<file path="src/rtl/nmea_sentence_receiver_unit_defines.svh">
// Assertion macros used by the receiver top level.
`ifndef NMEA_SENTENCE_RECEIVER_UNIT_DEFINES_SVH
`define NMEA_SENTENCE_RECEIVER_UNIT_DEFINES_SVH

`ifndef ASSERT_OFF
// Checked on every rising edge outside reset.
`define NSR_ASSERT(lbl, prop, msg) \
  lbl: assert property (@(posedge clk_i) disable iff (!rst_ni) prop) else $error(msg);
// Checked on every rising edge, reset included.
`define NSR_ASSERT_RST(lbl, prop, msg) \
  lbl: assert property (@(posedge clk_i) prop) else $error(msg);
`else
`define NSR_ASSERT(lbl, prop, msg)
`define NSR_ASSERT_RST(lbl, prop, msg)
`endif

`endif

</file>
<file path="src/rtl/nsr_pkg.sv">
`timescale 1ns / 1ps
`default_nettype none

package nsr_pkg;

  // Request codes carried in the req_type field.
  typedef enum logic [1:0] {
    REQ_RX      = 2'd0,
    REQ_READ    = 2'd1,
    REQ_RELEASE = 2'd2
  } nsr_req_e;

  // Character constants used by the parser and the top level.
  localparam logic [7:0] START_CHAR_RESET = 8'h24;
  localparam logic [7:0] CHAR_STAR        = 8'h2A;
  localparam logic [7:0] CHAR_NINE        = 8'h39;
  localparam logic [7:0] CHAR_UPPER_A     = 8'h41;
  localparam logic [7:0] CHAR_ZERO        = 8'h30;
  localparam logic [7:0] CHAR_CR          = 8'h0D;
  localparam logic [7:0] CHAR_LF          = 8'h0A;
  localparam logic [7:0] HEX_TEN          = 8'd10;

  // One request word.
  typedef struct packed {
    logic [1:0] req_type;
    logic [7:0] rx_byte;
    logic [6:0] read_offset;
  } nsr_in_t;

  // One result word.
  typedef struct packed {
    logic [7:0] read_data;
    logic       sentence_available;
    logic       sentence_completed;
  } nsr_out_t;

  // Store write request from the parser.
  typedef struct packed {
    logic       we;
    logic       done;
    logic [7:0] data;
  } nsr_wr_t;

endpackage

`default_nettype wire

</file>
<file path="src/rtl/nsr_parser.sv">
`timescale 1ns / 1ps
`default_nettype none

module nsr_parser
  import nsr_pkg::*;
#(
  parameter int SLOT_BYTES = 128
) (
  input  wire logic                          clk_i,
  input  wire logic                          rst_ni,
  input  wire logic                          rx_en_i,
  input  wire logic [7:0]                    rx_byte_i,
  input  wire logic [7:0]                    start_char_i,
  output nsr_wr_t                            wr_o,
  output logic      [$clog2(SLOT_BYTES)-1:0] wr_pos_o
);

  localparam int OFF_W = $clog2(SLOT_BYTES);
  localparam int POS_W = $clog2(SLOT_BYTES + 1);

  localparam logic [2:0] PS_HUNT = 3'd0;
  localparam logic [2:0] PS_DATA = 3'd1;
  localparam logic [2:0] PS_CK1  = 3'd2;
  localparam logic [2:0] PS_CK2  = 3'd3;
  localparam logic [2:0] PS_CR   = 3'd4;
  localparam logic [2:0] PS_LF   = 3'd5;

  logic [2:0]       state_q, state_d, state_mid;
  logic [POS_W-1:0] pos_q, pos_d, pos_base, pos_inc;
  logic [7:0]       xor_q, xor_d;
  logic [7:0]       nibble;
  logic             done;

  // Hex digit value of the incoming byte, uppercase only.
  always_comb begin
    if (rx_byte_i > CHAR_NINE) begin
      nibble = rx_byte_i - CHAR_UPPER_A + HEX_TEN;
    end else begin
      nibble = rx_byte_i - CHAR_ZERO;
    end
  end

  // Sentence state machine.
  always_comb begin
    state_mid = state_q;
    pos_base  = pos_q;
    xor_d     = xor_q;
    done      = 1'b0;
    unique case (state_q)
      PS_HUNT: begin
        if (rx_byte_i == start_char_i) begin
          state_mid = PS_DATA;
          pos_base  = '0;
          xor_d     = '0;
        end
      end
      PS_DATA: begin
        if (rx_byte_i != CHAR_STAR) begin
          xor_d = xor_q ^ rx_byte_i;
        end else begin
          state_mid = PS_CK1;
        end
      end
      PS_CK1: begin
        state_mid = (nibble == {4'h0, xor_q[7:4]}) ? PS_CK2 : PS_HUNT;
      end
      PS_CK2: begin
        state_mid = (nibble == {4'h0, xor_q[3:0]}) ? PS_CR : PS_HUNT;
      end
      PS_CR: begin
        state_mid = (rx_byte_i == CHAR_CR) ? PS_LF : PS_HUNT;
      end
      PS_LF: begin
        done      = (rx_byte_i == CHAR_LF);
        state_mid = PS_HUNT;
      end
      default: begin
        state_mid = PS_HUNT;
      end
    endcase

    // Every byte kept in a sentence but the closing LF advances the position; a full slot aborts.
    pos_inc = pos_base + 1'b1;
    state_d = state_mid;
    pos_d   = pos_base;
    if (state_mid != PS_HUNT) begin
      pos_d = pos_inc;
      if (pos_inc == POS_W'(SLOT_BYTES)) begin
        state_d = PS_HUNT;
      end
    end
  end

  // Parser registers.
  always_ff @(posedge clk_i or negedge rst_ni) begin
    if (!rst_ni) begin
      state_q <= PS_HUNT;
      pos_q   <= '0;
      xor_q   <= '0;
    end else if (rx_en_i) begin
      state_q <= state_d;
      pos_q   <= pos_d;
      xor_q   <= xor_d;
    end
  end

  // Store write for the byte just taken; the closing LF equals the input byte.
  assign wr_o.we   = rx_en_i && ((state_mid != PS_HUNT) || done);
  assign wr_o.done = rx_en_i && done;
  assign wr_o.data = rx_byte_i;
  assign wr_pos_o  = pos_base[OFF_W-1:0];

endmodule

`default_nettype wire

</file>
<file path="config.mk">
export PLATFORM = sky130hd
export DESIGN_NAME = nsr_parser
export DESIGN_NICKNAME = d
export VERILOG_FILES = /design/src/rtl/nmea_sentence_receiver_unit_defines.svh /design/src/rtl/nsr_pkg.sv /design/src/rtl/nsr_parser.sv
export SDC_FILE = /design/constraint.sdc
export NUM_CORES = 1
export LEC_CHECK = 0
export BUFFER_PORTS_ARGS = -buffer_cell sky130_fd_sc_hd__buf_2
export CAP_MARGIN = 25
export CORE_ASPECT_RATIO = 0.7
export CORE_MARGIN = 2
export CORE_UTILIZATION = 60
export DETAILED_ROUTE_END_ITERATION = 8
export PLACE_DENSITY = 0.95
export SETUP_SLACK_MARGIN = 0.5
export SKIP_CTS_REPAIR_TIMING = 1
export SYNTH_ARGS = -nofsm -noshare
export SYNTH_HDL_FRONTEND = slang
export SYNTH_SLANG_ARGS = --single-unit
</file>
<file path="constraint.sdc">
create_clock -name clk_i -period 5 [get_ports clk_i]
set_input_delay 0 -clock clk_i [delete_from_list [all_inputs] [get_ports clk_i]]
set_output_delay 0 -clock clk_i [all_outputs]
set_load 0.1 [all_outputs]
</file>
==> impl_summary.txt, run 1 <==
----------------------------------------------------
[Route]
  Number of DRC violations after detailed-routing iteration 0 ... 209
  DRC violation count after routing ... 0
  Via-to-Cell Ratio ... 6.01
  Antenna viol nets, final ... 0
  Routed wire length ... 4.40 mm
  Per-cell routed wire length ... 15.9 µm
  Vias after detailed routing ... 1664
  Drt first pass iters ... 4

[Clocking]
  TritonCTS sink count ... 19
  Largest buffer count on any clock path ... 2
  Clock buffers created by TritonCTS ... 3
  Clock tree from TritonCTS ... built
  Clock transition at the registers of the reported paths ... 0.08 ns
  Root buffer cell ... sky130_fd_sc_hd__clkbuf_8
  Latest clock arrival within the worst-skew pair ... 0.26 ns
  H-tree lvl count ... 1

[Synth]
  Post-synthesis async set-or-reset flop share ... 100%
  Cell area after technology mapping ... 1810 µm²
  Primary flip-flop cell chosen by synthesis mapping ... sky130_fd_sc_hd__dfrtp_1
  Area contributors post-synth ... sky130_fd_sc_hd__dfrtp_1 26%, sky130_fd_sc_hd__xor2_1 7.3%, sky130_fd_sc_hd__ha_1 5.5%, sky130_fd_sc_hd__nand2_1 4.2%, sky130_fd_sc_hd__nor2_1 3.5%
  Warnings from Yosys ... 0
  Cell taking the most area after synthesis ... sky130_fd_sc_hd__dfrtp_1
  Total of flip-flops plus latches after synthesis ... 19
  Count of flip-flops with a built-in enable after synthesis ... 0
  Mean instance size in the synthesized netlist ... 8.24 µm²
  Synthesized Nets ... 246
  Sequential area share after synthesis ... 26.3%
  Yosys top cell area share ... 26.3%
  Commonest cells post-synth ... 20 x sky130_fd_sc_hd__nand2_1, 19 x sky130_fd_sc_hd__dfrtp_1, 17 x sky130_fd_sc_hd__nor2_1
  Cells after Synth ... 219
  Yosys cell types ... 52
  Cell with the most instances after synthesis ... sky130_fd_sc_hd__nand2_1

[Worst setup path]
  Startpoint type of the worst setup path ... flop
  Master of the slowest instance on the critical path ... sky130_fd_sc_hd__a2111oi_0
  Data arrival time of the critical path ... 3.01 ns
  Kind of cell with the highest combined delay on the critical path ... simple AND/OR/NAND/NOR gates
  Library cell appearing most often on the critical path ... sky130_fd_sc_hd__nand2b_1
  Critical Path RT ... 5.00 ns
  Endpoint kind of the worst setup timing path ... primary output
  Buffering stage count on the worst path with inverters included ... 2
  Max Fanout on Critical Path ... 13
  Path type of the worst setup path ... flop to primary output
  Cells along the critical path ... nand2b_1 -> a21oi_1 -> nand4_1 -> a2111oi_0 -> nor4b_2 -> nor4_2 -> buf_4 -> nand2b_1 -> nand2b_1 -> buf_2
  Maximum single-stage delay on the critical path ... 0.47 ns

[Global route]
  Initial antenna violation count ... 0
  Maximum number of pins on one net before global-route repair ... 20
  Met1 global-route usage ... 38.0%
  Total global routing overflow ... 0
  Busiest layer in global routing ... met2
  Global Route met2 Usage ... 39.1%
  Met3 usage ... 7.16%
  All-Layer GR Usage ... 26.3%
  First-pass GRT wire length ... 7.13 mm
  Vias in the first global route ... 1498

[Timing]
  Post-Route Hold Slack ... 0.0152 ns
  Shortest clock period the worst path allows after layout ... 3.01 ns
  Final setup TNS ... 0 ns
  Fmax ... 332 MHz
  Count of final hold-check violations ... 0
  Setup repair after global routing missed its margin ... no
  Pin slew with the least headroom to its limit ... 0.474 ns
  Relative slew margins ... 67.6%
  Final setup violating endpoints ... 0
  Post-route clock period utilization ... 60.2%
  Clock skew ... 0.0103 ns
  Max-slew violation count ... 0

[Cells and area]
  Net total in the final layout ... 269
  Fraction of layout cells with a size suffix above 1 ... 19.1%
  Total inserted antenna cells ... 0
  Layout overhead on the synthesized area ... 9.22%

[Die]
  DIE HEIGHT ... 49.9 µm
  I/O pin total ... 36
  Initial standard-cell utilization of the core ... 64.0%
  Placeable core region ... 2820 µm²
  Area of the die ... 3470 µm²
  Standard-cell row count ... 16
  Horizontal extent of the die ... 69.6 µm

[Place]
  Gp weighted congestion ... 0.935
  Count of buffers from port buffering ... 35
  Half-perimeter wire length of the detailed placement result ... 3.35 mm

[Hold path]
  Tightest Hold Check Type ... input port to flop

[Power and ir drop]
  Worst-case vdd ir drop ... 236 µV
  Total leakage power ... 0.887 nW
  Total power density per cell area ... 340 nW/µm²

[Status]
  Outcome ... finished, final reports clean

[Flow run]
  Max-Cap Viols ... 0

----------------------------------------------------
-- state kept, by name, indices dropped and copies added, names as in the netlist --
signal and cells:
state_q 3, pos_q 8, xor_q 8
-- where the power goes --
group / switching (mW) / internal, mW
logic: 0.213 / 0.111
registers: 0.0422 / 0.194
clock network: 0.0523 / 0.0568
-- cells in the final DEF (no fill, tap or decap), types with 6 or more instances in the layout --
master                     count
sky130_fd_sc_hd__dfrtp_1      19
sky130_fd_sc_hd__nor2_1       17
sky130_fd_sc_hd__xor2_1       15
sky130_fd_sc_hd__ha_1          8
sky130_fd_sc_hd__a21oi_1       6
sky130_fd_sc_hd__inv_1         9
sky130_fd_sc_hd__o21ai_0       9
sky130_fd_sc_hd__nand2_1      20
sky130_fd_sc_hd__nand3_1      10
sky130_fd_sc_hd__xnor2_1       6
sky130_fd_sc_hd__nand2b_1      8
sky130_fd_sc_hd__nor3_1        8
sky130_fd_sc_hd__buf_2        35
sky130_fd_sc_hd__nor2b_1       9
-- cells by family after synthesis --
kind of cell / share of synthesized area (%)
muxes: 1.18
DFF: 26.3
xor gates and xnor gates: 12.7
AOI/OAI and AO/OA: 15.2
buffers and inverters: 8.94
and+or+nand+nor: 30.1
adders and majority gates: 5.54
-- per-stage QoR --
stage	instances	total power [mW]	setup WS (ns)	util, %	area [µm²]
final	277	0.670	1.99	69.9	1970
after global routing	277	0.711	1.68	69.9	1970
after CTS	276	0.666	2.02	69.5	1960
after detailed placement	272	0.558	2.03	67.9	1920
after global placement	272	0.554	2.23	67.9	1920
after floorplan	219	0.498	1.75	-	1810
-- layout make-up --
| cell class | instances | area (µm²) |
|---|---|---|
| multi-input cells | 170 | 1170 |
| clock buffers | 4 | 45.0 |
| fillers | 220 | 851 |
| well taps | 36 | 45.0 |
| repair buffers | 38 | 200 |
| inverters | 10 | 37.5 |
| flip-flops and latches | 19 | 475 |
-- path summary, 6_finish.rpt --
check / startpoint / to / slack [ns] / cells after the start
worst min-delay path: rx_en_i / pos_q[7] / 0.02 / 2
worst max register to register: state_q[2] / pos_q[4] / 2.33 / 9
worst min register to register: xor_q[0] / xor_q[0] / 0.56 / 2
worst max-delay path: state_q[2] / wr_o[9] / 1.99 / 10
min in group asynchronous: rst_ni / xor_q[7] / 0.21 / 2
max in group asynchronous: rst_ni / pos_q[3] / 4.48 / 2
-- worst register-to-register path, cell delays in order (launching register included) --
cell	delay, ns
sky130_fd_sc_hd__dfrtp_1	0.44
sky130_fd_sc_hd__nand2b_1	0.18
sky130_fd_sc_hd__a21oi_1	0.12
sky130_fd_sc_hd__nand4_1	0.11
sky130_fd_sc_hd__a2111oi_0	0.47
sky130_fd_sc_hd__nor4b_2	0.40
sky130_fd_sc_hd__nor4_2	0.09
sky130_fd_sc_hd__buf_4	0.18
sky130_fd_sc_hd__or4_1	0.50
sky130_fd_sc_hd__nand3_1	0.12
-- per-layer routing --
| layer | routed length, µm | vias to the layer above | part of all wire [%] |
|---|---|---|---|
| met5 | 0 | - | 0 |
| met4 | 38 | 0 | 0.86 |
| met3 | 371 | 9 | 8.4 |
| met2 | 1920 | 74 | 44 |
| met1 | 2060 | 773 | 47 |
| li1 | - | 808 | - |
No activity file was read; power rests on OpenSTA's default activity.
==> run 2, diff against run 1 <==
--- a/config.mk
+++ b/config.mk
@@ -9,9 +9,9 @@
 export CAP_MARGIN = 25
 export CORE_ASPECT_RATIO = 0.7
 export CORE_MARGIN = 2
-export CORE_UTILIZATION = 60
+export CORE_UTILIZATION = 50
 export DETAILED_ROUTE_END_ITERATION = 8
-export PLACE_DENSITY = 0.95
+export PLACE_DENSITY = 0.87
 export SETUP_SLACK_MARGIN = 0.5
 export SKIP_CTS_REPAIR_TIMING = 1
 export SYNTH_ARGS = -nofsm -noshare
==> constraint.sdc (replaced) <==
create_clock -name clk_i -period 2.7 [get_ports clk_i]
set_input_delay 0 -clock clk_i [delete_from_list [all_inputs] [get_ports clk_i]]
set_output_delay 0 -clock clk_i [all_outputs]
set_load 0.1 [all_outputs]
==> impl_summary.txt, run 2 (synthesis gave the netlist of run 1 again) <==
----------------------------------------------------
[Route]
  Number of DRC violations after detailed-routing iteration 0 ... 133
  Metal1 wirelength ... 2.22 mm
  Drt first pass iters ... 4
  Routed wl met3 ... 360 µm
  Uppermost metal layer occupied by signal nets ... met4
  Via-to-Cell Ratio ... 5.71
  Per-cell routed wire length ... 15.4 µm
  Routed wire length ... 4.71 mm
  DRC violation count after routing ... 0
  Antenna viol nets, final ... 0
  Vias after detailed routing ... 1742
  WL met2 ... 2.10 mm

[Power and ir drop]
  Fraction of power spent switching nets ... 45.6%
  Worst-case vdd ir drop ... 399 µV
  Power spent charging and discharging nets ... 0.612 mW
  Final total power ... 1.34 mW
  Internal power ... 0.731 mW
  Share of total power in the clock network ... 15.1%
  Total leakage power ... 1.00 nW
  Combinational share of power ... 52.1%
  Total power density per cell area ... 582 nW/µm²
  Part of the power in registers ... 32.8%

[Die]
  I/O pin total ... 36
  DIE HEIGHT ... 54.3 µm
  Initial standard-cell utilization of the core ... 51.7%
  Standard-cell row count ... 18
  Placeable core region ... 3490 µm²
  Area of the die ... 4120 µm²
  Horizontal extent of the die ... 75.8 µm

[Timing]
  Clock skew ... 0.0126 ns
  Fmax ... 435 MHz
  Shortest clock period the worst path allows after layout ... 2.30 ns
  Final setup TNS ... 0 ns
  Relative slew margins ... 65.8%
  Count of final hold-check violations ... 0
  Post-route clock period utilization ... 85.2%
  Setup repair after global routing missed its margin ... yes
  Final setup violating endpoints ... 0
  Pin slew with the least headroom to its limit ... 0.511 ns
  Max-slew violation count ... 0

[Clocking]
  Latest clock arrival within the worst-skew pair ... 0.26 ns
  Root buffer cell ... sky130_fd_sc_hd__clkbuf_8
  TritonCTS sink count ... 19
  Largest buffer count on any clock path ... 2
  Clock transition at the registers of the reported paths ... 0.08 ns
  H-tree lvl count ... 1
  Clock tree from TritonCTS ... built
  Clock buffers created by TritonCTS ... 3

[Worst setup path]
  Data arrival time of the critical path ... 2.30 ns
  Worst reg2reg endpoint ... pos_q[7]
  Path type of the worst setup path ... input port to primary output
  Startpoint of the worst register-to-register path ... state_q[2]
  Cells on worst reg2reg path ... 9
  Endpoint kind of the worst setup timing path ... primary output
  Slack of the worst reg-to-reg path ... 0.45 ns
  Startpoint type of the worst setup path ... input port
  Max Fanout on Critical Path ... 6
  Startpoint of the worst setup timing path ... rx_byte_i[1]
  Critical Path RT ... 2.70 ns
  Timing endpoint of the critical path ... wr_o[9]

[Cells and area]
  Fraction of layout cells with a size suffix above 1 ... 34.5%
  Net total in the final layout ... 283
  Biggest regs ... pos_q (8), xor_q (8), state_q (3)
  Total inserted antenna cells ... 0
  Layout overhead on the synthesized area ... 27.8%
  Top library cells by usage in the layout, fill and taps aside ... 32 x sky130_fd_sc_hd__buf_2, 19 x sky130_fd_sc_hd__nand2_1, 18 x sky130_fd_sc_hd__dfrtp_1
  Commonest non-fill, non-tap cell in the layout ... sky130_fd_sc_hd__buf_2

[Global route]
  Initial antenna violation count ... 0
  First-pass GRT wire length ... 6.92 mm
  Total global routing overflow ... 0
  Maximum number of pins on one net before global-route repair ... 20
  All-Layer GR Usage ... 22.8%
  Vias in the first global route ... 1472

[Status]
  Outcome ... finished, final reports clean

[Flow run]
  Max-Cap Viols ... 0

[Place]
  Half-perimeter wire length of the detailed placement result ... 3.46 mm
  Count of buffers from port buffering ... 35
  Gp weighted congestion ... 0.962

[Hold path]
  Tightest Hold Check Type ... input port to flop

----------------------------------------------------
[run 2: cell count changes in the layout (fill, tap and decap cells not counted), moves of 2 or more]
cell	before	now
sky130_fd_sc_hd__ha_4	0	3
sky130_fd_sc_hd__ha_1	8	4
sky130_fd_sc_hd__buf_2	35	32
sky130_fd_sc_hd__nor2b_1	9	3
sky130_fd_sc_hd__buf_4	2	16
sky130_fd_sc_hd__nand2b_1	8	5
sky130_fd_sc_hd__nor2b_4	0	2
sky130_fd_sc_hd__nand2b_4	0	3
sky130_fd_sc_hd__nor2b_2	0	4
sky130_fd_sc_hd__inv_1	9	7
sky130_fd_sc_hd__inv_4	0	2
[run 2: worst min path at each step]
stage	start	endpoint	slack, ns	depth (start not counted)
floorplan	rst_ni	pos_q[0]	-0.30	0
global placement	rst_ni	xor_q[1]	-0.03	1
detailed placement	rst_ni	xor_q[1]	-0.03	1
CTS	rst_ni	pos_q[1]	-0.31	1
global route	rx_en_i	pos_q[7]	0.06	2
finish	rx_en_i	pos_q[7]	0.06	2
[run 2: layout make-up]
class | instances | area [µm²]
clock inverters | 1 | 5.00
clock buffers | 3 | 41.3
inverters | 10 | 42.5
multi-input cells | 171 | 1360
fillers | 274 | 1180
flip-flops and latches | 19 | 477
repair buffers | 51 | 322
well taps | 50 | 62.6
[run 2: metal layers]
| metal | track usage (%) | vias to the layer above |
|---|---|---|
| li1 | - | 835 |
| met2 | 33.3 | 67 |
| met5 | 0 | - |
| met4 | 4.09 | 0 |
| met1 | 33.8 | 834 |
| met3 | 6.26 | 6 |
[run 2: metrics by stage]
stage               hold WS (ns)  area (µm²)  util (%)  worst slack (ns)  cells
floorplan                 -0.296        1930         -             0.507    219
global placement         -0.0297        2110      60.5             0.158    294
detailed placement       -0.0336        2110      60.5            0.0733    294
CTS                       -0.314        2160      61.9            0.0725    298
global route              0.0579        2310      66.1             0.268    305
finish                    0.0572        2310      66.1             0.400    305
[run 2: critical path: stages]
cell and delay [ns]:
sky130_fd_sc_hd__buf_4 0.13, sky130_fd_sc_hd__inv_4 0.06, sky130_fd_sc_hd__ha_4 0.16, sky130_fd_sc_hd__o21bai_4 0.22, sky130_fd_sc_hd__a31oi_4 0.16, sky130_fd_sc_hd__a311oi_2 0.34
sky130_fd_sc_hd__a2111oi_4 0.10, sky130_fd_sc_hd__and4_4 0.20, sky130_fd_sc_hd__nor4_4 0.39, sky130_fd_sc_hd__nand2b_4 0.21, sky130_fd_sc_hd__buf_6 0.11, sky130_fd_sc_hd__nand2b_4 0.06
sky130_fd_sc_hd__buf_12 0.16
[run 2: power by group through the flow]
stage	combinational (mW)	clock (mW)	sequential (mW)
2_1_floorplan	0.551	0	0.421
3_3_place_gp	0.646	0	0.438
3_5_place_dp	0.660	0	0.441
4_1_cts	0.664	0.207	0.437
5_1_grt	0.752	0.225	0.453
6_report	0.700	0.203	0.441
